<file path="config.mk">
export PLATFORM = sky130hd
export DESIGN_NAME = cgpa_front
export DESIGN_NICKNAME = d
export VERILOG_FILES = /design/src/rtl/core/cgpa_pkg.sv /design/src/rtl/core/cgpa_front.sv
export SDC_FILE = /design/constraint.sdc
export NUM_CORES = 1
export LEC_CHECK = 0
export ABC_AREA = 1
export BUFFER_PORTS_ARGS = -buffer_cell sky130_fd_sc_hd__buf_2
export CAP_MARGIN = 20
export CORE_AREA = 5 5 121 123
export CTS_BUF_LIST = sky130_fd_sc_hd__clkbuf_16
export DETAILED_ROUTE_END_ITERATION = 7
export DIE_AREA = 0 0 126 128
export PLACE_DENSITY = 0.68
export RECOVER_POWER = 25
export SKIP_CTS_REPAIR_TIMING = 1
export SYNTH_ARGS = -nofsm -noshare
export SYNTH_HDL_FRONTEND = slang
export SYNTH_SLANG_ARGS = --single-unit
</file>
<file path="constraint.sdc">
create_clock -name clk -period 5.1 [get_ports clk]
set_clock_uncertainty 0.05 [all_clocks]
set_input_delay 0.255 -clock clk [delete_from_list [all_inputs] [get_ports clk]]
set_output_delay 0.255 -clock clk [all_outputs]
set_load 0.01 [all_outputs]
</file>
<file path="src/rtl/core/cgpa_pkg.sv">
// ----------------------------------------------------------------------------
// cgpa_pkg
// Shared types and codes of the call graph profile accumulator.
// ----------------------------------------------------------------------------
package cgpa_pkg;
  localparam logic [1:0] ST_OK      = 2'd0;
  localparam logic [1:0] ST_EMPTY   = 2'd1;
  localparam logic [1:0] ST_DROPPED = 2'd2;

  localparam logic KIND_CALL = 1'b0;
  localparam logic KIND_RET  = 1'b1;

  // Request as it travels from the front end to the back end
  typedef struct packed {
    logic        kind;
    logic [7:0]  func;
    logic [63:0] ts;
  } req_t;

  typedef struct packed {
    logic [1:0]  status;
    logic [7:0]  fn_index;
    logic [31:0] call_count;
    logic [31:0] nonrec_count;
    logic [63:0] total_time;
    logic [63:0] sub_time;
    logic [31:0] edge_calls;
    logic [31:0] edge_nonrec;
    logic [63:0] edge_time;
    logic [7:0]  stack_depth;
  } rsp_t;

  typedef enum logic [3:0] {
    S_IDLE, S_POP, S_RDSTK, S_SRCH, S_SRCHW, S_RDFN, S_RDFNW, S_CALC, S_WR, S_OUT
  } state_t;

  function automatic logic [31:0] inc32(input logic [31:0] v);
    return (v == '1) ? v : v + 32'd1;
  endfunction
  function automatic logic [7:0] inc8(input logic [7:0] v);
    return (v == '1) ? v : v + 8'd1;
  endfunction
  function automatic logic [7:0] dec8(input logic [7:0] v);
    return (v == '0) ? v : v - 8'd1;
  endfunction
  function automatic logic [63:0] add64(input logic [63:0] a, input logic [63:0] b);
    logic [64:0] s;
    s = {1'b0, a} + {1'b0, b};
    return s[64] ? '1 : s[63:0];
  endfunction
endpackage

</file>
<file path="src/rtl/core/cgpa_front.sv">
// ----------------------------------------------------------------------------
// cgpa_front
// Input side: takes events and queues them as requests for the back end.
// ----------------------------------------------------------------------------
module cgpa_front
  import cgpa_pkg::*;
(
  input  logic        clk,
  input  logic        rst,
  input  logic        in_valid,
  output logic        in_ready,
  input  req_t        in_req,
  output logic        q_valid,
  input  logic        q_ready,
  output req_t        q_req
);
  localparam int QD = 2;
  req_t       mem [QD];
  logic       wp, rp;
  logic [1:0] cnt;

  assign in_ready = (cnt != 2'd2);
  assign q_valid  = (cnt != 2'd0);
  assign q_req    = mem[rp];

  // Hold incoming requests in a two-entry queue
  always_ff @(posedge clk) begin
    if (in_valid && in_ready) mem[wp] <= in_req;
  end

  always_ff @(posedge clk) begin
    if (rst) begin
      wp <= 1'b0; rp <= 1'b0; cnt <= 2'd0;
    end else begin
      if (in_valid && in_ready) wp <= ~wp;
      if (q_valid && q_ready) rp <= ~rp;
      cnt <= cnt + 2'((in_valid && in_ready) ? 1 : 0) - 2'((q_valid && q_ready) ? 1 : 0);
    end
  end
endmodule

</file>
Word-level counts from Yosys, hierarchy flattened
Memory sizes are Yosys's and may differ from the RTL's. A register that Yosys moved wholly into a read port is not among the register bits.
Cells that the tools add are included.
Widths: inputs -> output; s select.
{"block": "totals", "wordCells": 18, "memories": 1, "output_inout_bits": 75, "ram_bits": 146, "ff_bits": 4, "inputBits": 77}
{"block": "op_classes", "n_reduce_logical": 3, "n_bitwise": 2, "n_mux": 6, "eq_ne": 1, "add_sub_neg": 2}
{"memory": "mem", "depth": 2, "width": 73, "read_ports": 1, "rd_clocked_by_memory_dff": 1, "write_ports": 1, "line_no": "cgpa_front.sv:18", "rtl": "req_t mem [QD];"}
{"cell": "$mux 1", "count": 6}
{"cell": "$add 2x1->2", "count": 1}
{"cell": "$logic_and 1x1->1", "count": 2}
{"cell": "$ne 2x2->1 const B", "count": 1}
{"cell": "$not 1->1", "count": 2}
{"cell": "$reduce_bool 2->1", "count": 1}
{"cell": "$sub 2x1->2", "count": 1}

Depth between registers and ports, before layout
Gate-level depths: netlist of the first run.
{"block": "depth", "word_depth": 5, "ltp_mapped": 11}

Worst setup path before layout of the first run
No wires, ideal clock.
{"block": "synth_path", "path_type": "register to register", "from": "reg cnt[0]", "to": "mem mem[0][0] (netlist bit) (enable)", "path_buffers": 0, "arrival_ns": 3.673, "path_slack_ns": 0.872, "required_ns": 4.546, "path_stages_with_launch": 5, "setup_time_ns": 0.504, "cell_sequence": "dfxtp_1 > inv_1 > nand2_1 > nand2_1 > nor2_1"}
{"block": "synth_via", "elab_chain_len": 4}
{"item": "start: declaration", "line_no": "cgpa_front.sv:20", "rtl": "logic [1:0] cnt;"}
{"item": "start signal: assignment", "line_no": "cgpa_front.sv:37", "rtl": "cnt <= cnt + 2'((in_valid && in_ready) ? 1 : 0) - 2'((q_valid && q_ready) ? 1 : 0);"}
{"item": "$ne 2x2->1", "line_no": "cgpa_front.sv:22", "rtl": "assign in_ready = (cnt != 2'd2);"}
{"item": "named net in_ready", "line_no": "cgpa_front.sv:11", "rtl": "output logic in_ready,"}
{"item": "$logic_and 1x1->1", "line_no": "cgpa_front.sv:28", "rtl": "if (in_valid && in_ready) mem[wp] <= in_req;"}
{"item": "$mux 1", "line_no": "cgpa_front.sv:28"}
{"item": "$mux 1 (implied by the code)", "line_no": "cgpa_front.sv:28"}
{"item": "end: declaration", "line_no": "cgpa_front.sv:18"}
The timed path passes the listed nets, and every way through them passes these cells.

==> results of run 1 <==
## state kept, by name, indices dropped and copies added, names as in the netlist, named ones only
register and cells:
wp 1, rp 1, mem 146, cnt 2
## layout make-up
class / count / area, µm²
multi-input cells: 97 / 1210
inverters: 8 / 31.3
clock buffers: 17 / 425
flip-flops and latches: 151 / 4490
clock inverters: 15 / 163
well taps: 180 / 225
fillers: 1057 / 5530
diodes: 1 / 2.50
repair buffers: 229 / 1480
## per-layer routing
layer / vias up / wire (µm) / GRT usage (%)
met5: - / 0 / 0
met4: 0 / 130 / 5.68
met3: 11 / 746 / 5.29
met2: 108 / 5890 / 21.8
met1: 1527 / 4310 / 14.2
li1: 1504 / - / -
## placed cells by master, fill, tap and decap left out
cell type	n
sky130_fd_sc_hd__nand3_1	3
sky130_fd_sc_hd__diode_2	1
sky130_fd_sc_hd__nand2_1	8
sky130_fd_sc_hd__nor2_1	8
sky130_fd_sc_hd__dlygate4sd3_1	74
sky130_fd_sc_hd__ha_1	2
sky130_fd_sc_hd__buf_1	2
sky130_fd_sc_hd__clkinv_2	5
sky130_fd_sc_hd__mux2_2	3
sky130_fd_sc_hd__clkbuf_16	17
sky130_fd_sc_hd__dfxtp_4	1
sky130_fd_sc_hd__inv_1	8
sky130_fd_sc_hd__clkinvlp_4	6
sky130_fd_sc_hd__bufinv_16	3
sky130_fd_sc_hd__mux2_4	70
sky130_fd_sc_hd__clkinv_1	1
sky130_fd_sc_hd__clkbuf_1	32
sky130_fd_sc_hd__dfxtp_1	4
sky130_fd_sc_hd__clkbuf_2	2
sky130_fd_sc_hd__a21oi_1	2
sky130_fd_sc_hd__buf_2	115
sky130_fd_sc_hd__buf_4	4
sky130_fd_sc_hd__nor2_4	1
sky130_fd_sc_hd__edfxtp_1	146
## critical path, stage by stage (launching register included)
cell	delay [ns]
sky130_fd_sc_hd__dfxtp_4	0.86
sky130_fd_sc_hd__buf_4	0.60
sky130_fd_sc_hd__mux2_2	0.41
sky130_fd_sc_hd__buf_2	0.14
## cells by family (layout without fill, tap and decap cells)
logic type | count (synthesis) | count (layout) | synth area share (%)
simple gates | 20 | 20 | 1.34
buf+inv | 16 | 269 | 3.09
compound gates | 2 | 2 | 0.171
other cells | 0 | 1 | 0
fa+ha+maj | 2 | 2 | 0.427
mux | 73 | 73 | 18.5
flops | 151 | 151 | 76.5
## how the worst min path moves through the flow
stage,start,to,cells past startpoint
floorplan,rst,cnt[0],1
global placement,rst,cnt[0],2
detailed placement,rst,cnt[0],2
CTS,rst,cnt[0],2
global route,in_valid,wp,3
finish,in_valid,wp,3
## report_power, final
part / switching, mW / leakage, nW / internal, mW
logic: 0.412 / 1.44 / 0.476
clock network: 0.461 / 0.275 / 0.760
registers: 0.102 / 1.41 / 1.57
==> flow_summary.html, run 1 <==
<table>
<tr><th>Metric</th><th>Value</th></tr>
<tr><th colspan="2">Outcome</th></tr>
<tr><td>Status</td><td>complete, no violations</td></tr>
<tr><th colspan="2">Job</th></tr>
<tr><td>Max-capacitance violation count</td><td>0</td></tr>
<tr><th colspan="2">Synthesis</th></tr>
<tr><td>Seq cells post-synth</td><td>151</td></tr>
<tr><td>Share of Yosys cell area claimed by the top area cell type</td><td>74.8%</td></tr>
<tr><td>Synthesized instance count</td><td>264</td></tr>
<tr><td>Dominant register cell in the synthesized netlist</td><td>sky130_fd_sc_hd__edfxtp_1</td></tr>
<tr><td>Top post-synthesis cells by count</td><td>sky130_fd_sc_hd__edfxtp_1, sky130_fd_sc_hd__mux2_4, sky130_fd_sc_hd__nor2_1, sky130_fd_sc_hd__inv_1, sky130_fd_sc_hd__nand2_1</td></tr>
<tr><td>Most frequently used cell type in the post-synthesis netlist</td><td>sky130_fd_sc_hd__edfxtp_1</td></tr>
<tr><td>Share of flip-flops with an asynchronous set or reset after synthesis</td><td>0%</td></tr>
<tr><td>Post-synthesis sequential area ratio</td><td>76.5%</td></tr>
<tr><td>Mapped Avg Cell Area</td><td>22.2 µm²</td></tr>
<tr><td>Post-synth EDFFs</td><td>146</td></tr>
<tr><td>Total standard cell area after synthesis</td><td>0.00586 mm²</td></tr>
<tr><td>Synth unique cells</td><td>12</td></tr>
<tr><td>Post-Syn Nets</td><td>343</td></tr>
<tr><td>Cells taking the most area after synthesis</td><td>sky130_fd_sc_hd__edfxtp_1, sky130_fd_sc_hd__mux2_4, sky130_fd_sc_hd__buf_12, sky130_fd_sc_hd__dfxtp_1, sky130_fd_sc_hd__nor2_1</td></tr>
<tr><td>Number of warnings reported in the yosys synthesis log</td><td>0</td></tr>
<tr><td>Area leader, netlist</td><td>sky130_fd_sc_hd__edfxtp_1</td></tr>
<tr><th colspan="2">Clock network</th></tr>
<tr><td>Skew-Pair Late Insertion Delay</td><td>0.41 ns</td></tr>
<tr><td>TritonCTS sink count</td><td>151</td></tr>
<tr><td>H-tree depth reported by CTS</td><td>4</td></tr>
<tr><td>Cell at the root of the clock tree</td><td>sky130_fd_sc_hd__clkbuf_16</td></tr>
<tr><td>Max Buffers Root-to-Sink</td><td>2</td></tr>
<tr><td>Post-CTS clock slew at the launch and capture registers of the worst setup and hold paths</td><td>0.06 ns</td></tr>
<tr><td>TritonCTS clock tree</td><td>yes</td></tr>
<tr><td>Total CTS buffers</td><td>17</td></tr>
<tr><th colspan="2">Global route</th></tr>
<tr><td>Via count of the first global-routing pass</td><td>3170</td></tr>
<tr><td>Maximum number of pins on one net before global-route repair</td><td>58</td></tr>
<tr><td>Wire length of the first global-routing pass</td><td>15700 µm</td></tr>
<tr><td>Leftover overflow at the end of global routing</td><td>0</td></tr>
<tr><td>GRT Overall Usage</td><td>12.9%</td></tr>
<tr><td>Initial antenna violation count</td><td>0</td></tr>
<tr><th colspan="2">Die</th></tr>
<tr><td>Die area</td><td>0.0161 mm²</td></tr>
<tr><td>Standard cell core area</td><td>0.0136 mm²</td></tr>
<tr><td>Die height</td><td>128 µm</td></tr>
<tr><td>Effective utilization at floorplan</td><td>43.3%</td></tr>
<tr><td>Number of cell rows</td><td>43</td></tr>
<tr><td>Die W</td><td>126 µm</td></tr>
<tr><td>Total I/O pin count</td><td>152</td></tr>
<tr><th colspan="2">Critical path</th></tr>
<tr><td>Worst Path Required</td><td>4.80 ns</td></tr>
<tr><td>Register-to-register path setup slack</td><td>2.79 ns</td></tr>
<tr><td>Critical Path End Type</td><td>output pin</td></tr>
<tr><td>Worst Setup Start Kind</td><td>flop</td></tr>
<tr><td>Reg-to-reg critical path endpoint</td><td>mem[0][71]</td></tr>
<tr><td>Path type of the worst setup path</td><td>reg2out</td></tr>
<tr><td>Signal arrival time at the worst endpoint</td><td>2.50 ns</td></tr>
<tr><td>Top fanout value on the critical path</td><td>44</td></tr>
<tr><td>Capture point of the worst path</td><td>q_req[72]</td></tr>
<tr><td>Count of cells along the worst register-to-register path</td><td>5</td></tr>
<tr><td>Launch point of the worst reg-to-reg path</td><td>cnt[0]</td></tr>
<tr><th colspan="2">Timing</th></tr>
<tr><td>Tmin final</td><td>2.81 ns</td></tr>
<tr><td>Total negative slack</td><td>0 ns</td></tr>
<tr><td>Final-report setup violation count</td><td>0</td></tr>
<tr><td>Transition time of the tightest slew-check pin</td><td>0.976 ns</td></tr>
<tr><td>Max_slew headroom</td><td>34.8%</td></tr>
<tr><td>Fin Hold WS</td><td>0.102 ns</td></tr>
<tr><td>Final Hold Viols</td><td>0</td></tr>
<tr><td>Peak Freq</td><td>356 MHz</td></tr>
<tr><td>Smallest setup slack after layout</td><td>2.29 ns</td></tr>
<tr><td>RSZ-0062 raised after global routing</td><td>no</td></tr>
<tr><td>Final Cycle Share</td><td>55.1%</td></tr>
<tr><td>Final max-slew violation count</td><td>0</td></tr>
<tr><th colspan="2">Power</th></tr>
<tr><td>Total power</td><td>3.78 mW</td></tr>
<tr><td>Max IR drop VDD</td><td>0.288 mV</td></tr>
<tr><td>Leakage power</td><td>3.12 nW</td></tr>
<tr><td>Power density of the placed cells</td><td>472 mW/mm²</td></tr>
<tr><th colspan="2">Finish</th></tr>
<tr><td>Util after Layout</td><td>59.2%</td></tr>
<tr><td>Final standard cell count with taps included and fillers excluded</td><td>698</td></tr>
<tr><td>Relative area change from synthesis to final layout</td><td>36.8%</td></tr>
<tr><td>Post-route cell area</td><td>0.00803 mm²</td></tr>
<tr><td>Fraction of layout cells with a size suffix above 1</td><td>43.9%</td></tr>
<tr><td>Post-layout net count</td><td>583</td></tr>
<tr><th colspan="2">Route</th></tr>
<tr><td>Detail Route Antenna Nets</td><td>0</td></tr>
<tr><td>Routed WL</td><td>11100 µm</td></tr>
<tr><td>DRT iter0 DRCs</td><td>147</td></tr>
<tr><td>Via density</td><td>4.51</td></tr>
<tr><td>Wirelength per Cell</td><td>15.9 µm</td></tr>
<tr><td>Total number of vias</td><td>3150</td></tr>
<tr><td>Number of iterations in the first detailed-routing pass</td><td>4</td></tr>
<tr><td>DRC violation count after routing</td><td>0</td></tr>
<tr><th colspan="2">Place</th></tr>
<tr><td>Cell total after placement</td><td>591</td></tr>
<tr><td>Routability congestion estimate</td><td>0.706</td></tr>
<tr><td>Port Buffer Count</td><td>151</td></tr>
<tr><td>Sum of net half-perimeters after detailed placement</td><td>6780 µm</td></tr>
<tr><td>Pre-CTS setup slack</td><td>2.65 ns</td></tr>
<tr><td>Post-place instance area</td><td>0.00674 mm²</td></tr>
<tr><th colspan="2">Min path</th></tr>
<tr><td>Min-delay worst type</td><td>in2reg</td></tr>
</table>
(Power assumes the default switching activity.)
==> inputs of run 2 (changes only) <==
==> constraint.sdc (replaced) <==
create_clock -name clk -period 2.85 [get_ports clk]
set_clock_uncertainty 0.05 [all_clocks]
set_input_delay 0.1425 -clock clk [delete_from_list [all_inputs] [get_ports clk]]
set_output_delay 0.1425 -clock clk [all_outputs]
set_load 0.01 [all_outputs]
==> run 2 against run 1 <==
Count of clock-buffer cells in the layout unchanged. Sequential power up 73%. Critical endpoint is now q_req[0]. First-iteration DRC count unchanged. Sequential cell count unchanged. Clock power up 91%. Total power up 83%. Utilization up 0.50 points. The run now ends with negative hold slack left.
==> flow_summary.html, run 2 (synthesized netlist as in run 1, its figures left out) <==
<table>
<tr><th>Metric</th><th>Value</th></tr>
<tr><th colspan="2">Clock network</th></tr>
<tr><td>H-tree depth reported by CTS</td><td>4</td></tr>
<tr><td>Cell at the root of the clock tree</td><td>sky130_fd_sc_hd__clkbuf_16</td></tr>
<tr><td>Skew-Pair Late Insertion Delay</td><td>0.42 ns</td></tr>
<tr><td>Post-CTS clock slew at the launch and capture registers of the worst setup and hold paths</td><td>0.06 ns</td></tr>
<tr><td>Total CTS buffers</td><td>17</td></tr>
<tr><td>Max Buffers Root-to-Sink</td><td>2</td></tr>
<tr><td>TritonCTS clock tree</td><td>yes</td></tr>
<tr><td>TritonCTS sink count</td><td>151</td></tr>
<tr><th colspan="2">Timing</th></tr>
<tr><td>Tmin final</td><td>2.10 ns</td></tr>
<tr><td>Final-report setup violation count</td><td>0</td></tr>
<tr><td>Fin Hold WS</td><td>-0.0137 ns</td></tr>
<tr><td>Transition time of the tightest slew-check pin</td><td>0.759 ns</td></tr>
<tr><td>Smallest setup slack after layout</td><td>0.749 ns</td></tr>
<tr><td>Peak Freq</td><td>476 MHz</td></tr>
<tr><td>Final max-slew violation count</td><td>0</td></tr>
<tr><td>Final Cycle Share</td><td>73.7%</td></tr>
<tr><td>Max_slew headroom</td><td>49.4%</td></tr>
<tr><td>Final Hold Viols</td><td>2</td></tr>
<tr><td>RSZ-0062 raised after global routing</td><td>no</td></tr>
<tr><td>Total negative slack</td><td>0 ns</td></tr>
<tr><th colspan="2">Global route</th></tr>
<tr><td>Leftover overflow at the end of global routing</td><td>0</td></tr>
<tr><td>Maximum number of pins on one net before global-route repair</td><td>52</td></tr>
<tr><td>Initial antenna violation count</td><td>0</td></tr>
<tr><td>GRT Overall Usage</td><td>13.2%</td></tr>
<tr><td>Via count of the first global-routing pass</td><td>3174</td></tr>
<tr><td>Wire length of the first global-routing pass</td><td>16000 µm</td></tr>
<tr><th colspan="2">Critical path</th></tr>
<tr><td>Critical Path End Type</td><td>output pin</td></tr>
<tr><td>WP depth</td><td>3</td></tr>
<tr><td>Count of cells along the worst register-to-register path</td><td>5</td></tr>
<tr><td>Capture point of the worst path</td><td>q_req[0]</td></tr>
<tr><td>Launch point of the worst reg-to-reg path</td><td>cnt[0]</td></tr>
<tr><td>Top fanout value on the critical path</td><td>41</td></tr>
<tr><td>CP cell instances</td><td>buf_4 -&gt; mux2_2 -&gt; buf_2</td></tr>
<tr><td>Signal arrival time at the worst endpoint</td><td>1.91 ns</td></tr>
<tr><td>Path type of the worst setup path</td><td>reg2out</td></tr>
<tr><td>CP max-delay cell</td><td>sky130_fd_sc_hd__buf_4</td></tr>
<tr><td>Worst Path Required</td><td>2.66 ns</td></tr>
<tr><td>Worst path buffer plus inverter count</td><td>2</td></tr>
<tr><td>Cell type group with the largest total delay on the critical path</td><td>buffers and inverters</td></tr>
<tr><td>Register-to-register path setup slack</td><td>1.07 ns</td></tr>
<tr><td>Reg-to-reg critical path endpoint</td><td>mem[1][58]</td></tr>
<tr><td>Worst Setup Start Kind</td><td>flop</td></tr>
<tr><td>Worst path max stage delay</td><td>0.57 ns</td></tr>
<tr><th colspan="2">Power</th></tr>
<tr><td>Power density of the placed cells</td><td>855 mW/mm²</td></tr>
<tr><td>Switching power</td><td>1.78 mW</td></tr>
<tr><td>Proportion of power drawn by the clock network</td><td>33.6%</td></tr>
<tr><td>Net switching share of the total power</td><td>25.7%</td></tr>
<tr><td>Relative contribution of combinational cells to total power</td><td>24.5%</td></tr>
<tr><td>Sequential cell fraction of total power</td><td>41.9%</td></tr>
<tr><td>Internal power</td><td>5.14 mW</td></tr>
<tr><td>Leakage power</td><td>3.14 nW</td></tr>
<tr><td>Max IR drop VDD</td><td>0.542 mV</td></tr>
<tr><th colspan="2">Finish</th></tr>
<tr><td>Relative area change from synthesis to final layout</td><td>38.0%</td></tr>
<tr><td>Post-layout net count</td><td>586</td></tr>
<tr><td>Diode count</td><td>0</td></tr>
<tr><td>Fraction of layout cells with a size suffix above 1</td><td>43.1%</td></tr>
<tr><td>Flip-flop count of the largest register, all copies and words added</td><td>146</td></tr>
<tr><td>Register with the most flip-flops</td><td>mem</td></tr>
<tr><td>Commonest non-fill, non-tap cell in the layout</td><td>sky130_fd_sc_hd__edfxtp_1</td></tr>
<tr><td>Util after Layout</td><td>59.7%</td></tr>
<tr><td>Most used cells in the layout excluding fill and tap cells</td><td>sky130_fd_sc_hd__edfxtp_1, sky130_fd_sc_hd__buf_2, sky130_fd_sc_hd__dlygate4sd3_1</td></tr>
<tr><td>Area of the multi-input gates</td><td>0.00121 mm²</td></tr>
<tr><td>Final standard cell count with taps included and fillers excluded</td><td>700</td></tr>
<tr><td>Registers with the highest flip-flop counts</td><td>mem: 146 flops, cnt: 2 flops</td></tr>
<tr><td>Fillers</td><td>1048</td></tr>
<tr><td>Footprint of the flip-flops and latches</td><td>0.00449 mm²</td></tr>
<tr><th colspan="2">Route</th></tr>
<tr><td>Detail Route Antenna Nets</td><td>0</td></tr>
<tr><td>Routed WL</td><td>11000 µm</td></tr>
<tr><td>Via density</td><td>4.54</td></tr>
<tr><td>Total number of vias</td><td>3178</td></tr>
<tr><td>DRC violation count after routing</td><td>0</td></tr>
<tr><td>Wirelength per Cell</td><td>15.8 µm</td></tr>
<tr><td>Number of iterations in the first detailed-routing pass</td><td>6</td></tr>
<tr><td>DRT iter0 DRCs</td><td>147</td></tr>
<tr><th colspan="2">Die</th></tr>
<tr><td>Standard cell core area</td><td>0.0136 mm²</td></tr>
<tr><td>Die area</td><td>0.0161 mm²</td></tr>
<tr><td>Die W</td><td>126 µm</td></tr>
<tr><td>Total I/O pin count</td><td>152</td></tr>
<tr><td>Number of cell rows</td><td>43</td></tr>
<tr><td>Die height</td><td>128 µm</td></tr>
<tr><td>Effective utilization at floorplan</td><td>43.3%</td></tr>
<tr><th colspan="2">Place</th></tr>
<tr><td>Port Buffer Count</td><td>151</td></tr>
<tr><td>Routability congestion estimate</td><td>0.759</td></tr>
<tr><td>Pre-CTS setup slack</td><td>1.08 ns</td></tr>
<tr><td>Sum of net half-perimeters after detailed placement</td><td>6910 µm</td></tr>
<tr><td>Cell total after placement</td><td>593</td></tr>
<tr><th colspan="2">Outcome</th></tr>
<tr><td>Violations in the final reports</td><td>negative hold slack</td></tr>
<tr><td>Status</td><td>complete, but fails checks</td></tr>
<tr><th colspan="2">Min path</th></tr>
<tr><td>Min-delay worst type</td><td>in2reg</td></tr>
<tr><th colspan="2">Job</th></tr>
<tr><td>Max-capacitance violation count</td><td>0</td></tr>
</table>
[run 2: cell types whose count changed in the layout (fill, tap and decap cells not counted), moves of 2 or more]
| cell | change |
|---|---|
| sky130_fd_sc_hd__buf_1 | -2 |
| sky130_fd_sc_hd__buf_2 | -5 |
| sky130_fd_sc_hd__clkbuf_1 | +8 |
| sky130_fd_sc_hd__clkinv_2 | -3 |
| sky130_fd_sc_hd__clkinv_4 | +4 |
| sky130_fd_sc_hd__clkinvlp_4 | -2 |
[run 2: power by group through the flow]
| stage | clock (mW) | sequential [mW] | combinational, mW |
|---|---|---|---|
| after floorplan | 0 | 2.93 | 1.21 |
| after global placement | 0 | 2.92 | 1.63 |
| after detailed placement | 0 | 2.94 | 1.65 |
| after CTS | 2.37 | 2.90 | 1.65 |
| after global routing | 2.47 | 2.93 | 1.83 |
| final | 2.33 | 2.90 | 1.69 |
[run 2: worst min path at each step]
stage	startpoint	to	slack, ns	cells after the start
3_5_place_dp	rst	cnt[0]	0.27	2
6_report	q_ready	flop	-0.01	4
3_3_place_gp	rst	cnt[0]	0.27	2
4_1_cts	rst	cnt[0]	-0.18	2
5_1_grt	q_ready	flop	0.006	4
2_1_floorplan	rst	cnt[0]	0.16	1
[run 2: area by class of cell]
cell class	instances	area share, %
Tap cell	180	2.78
Inverter	8	0.387
Clock inverter	15	2.50
Timing Repair Buffer	232	18.7
Multi-Input combinational cell	97	14.9
Clock buffer	17	5.26
Sequential cell	151	55.5
[run 2: per-stage QoR]
step,area (µm²),power [mW],hold slack [ns]
floorplan,5870,4.13,0.164
global placement,6760,4.55,0.266
detailed placement,6760,4.59,0.271
CTS,7390,6.93,-0.181
global route,8090,7.23,0.00626
finish,8090,6.92,-0.0137
[run 2: tightest hold or removal path: cells and delay by family]
family / cells / cell delay, ns
buf+inv: 1 / 0.10
simple gates: 3 / 0.18
[run 2: per-layer routing]
metal | share of wire (%) | track usage [%] | vias to the layer above
li1 | - | - | 1511
met1 | 41 | 15.1 | 1530
met2 | 49 | 21.0 | 123
met3 | 8.3 | 6.75 | 14
met4 | 1.4 | 5.68 | 0
met5 | 0 | 0 | -
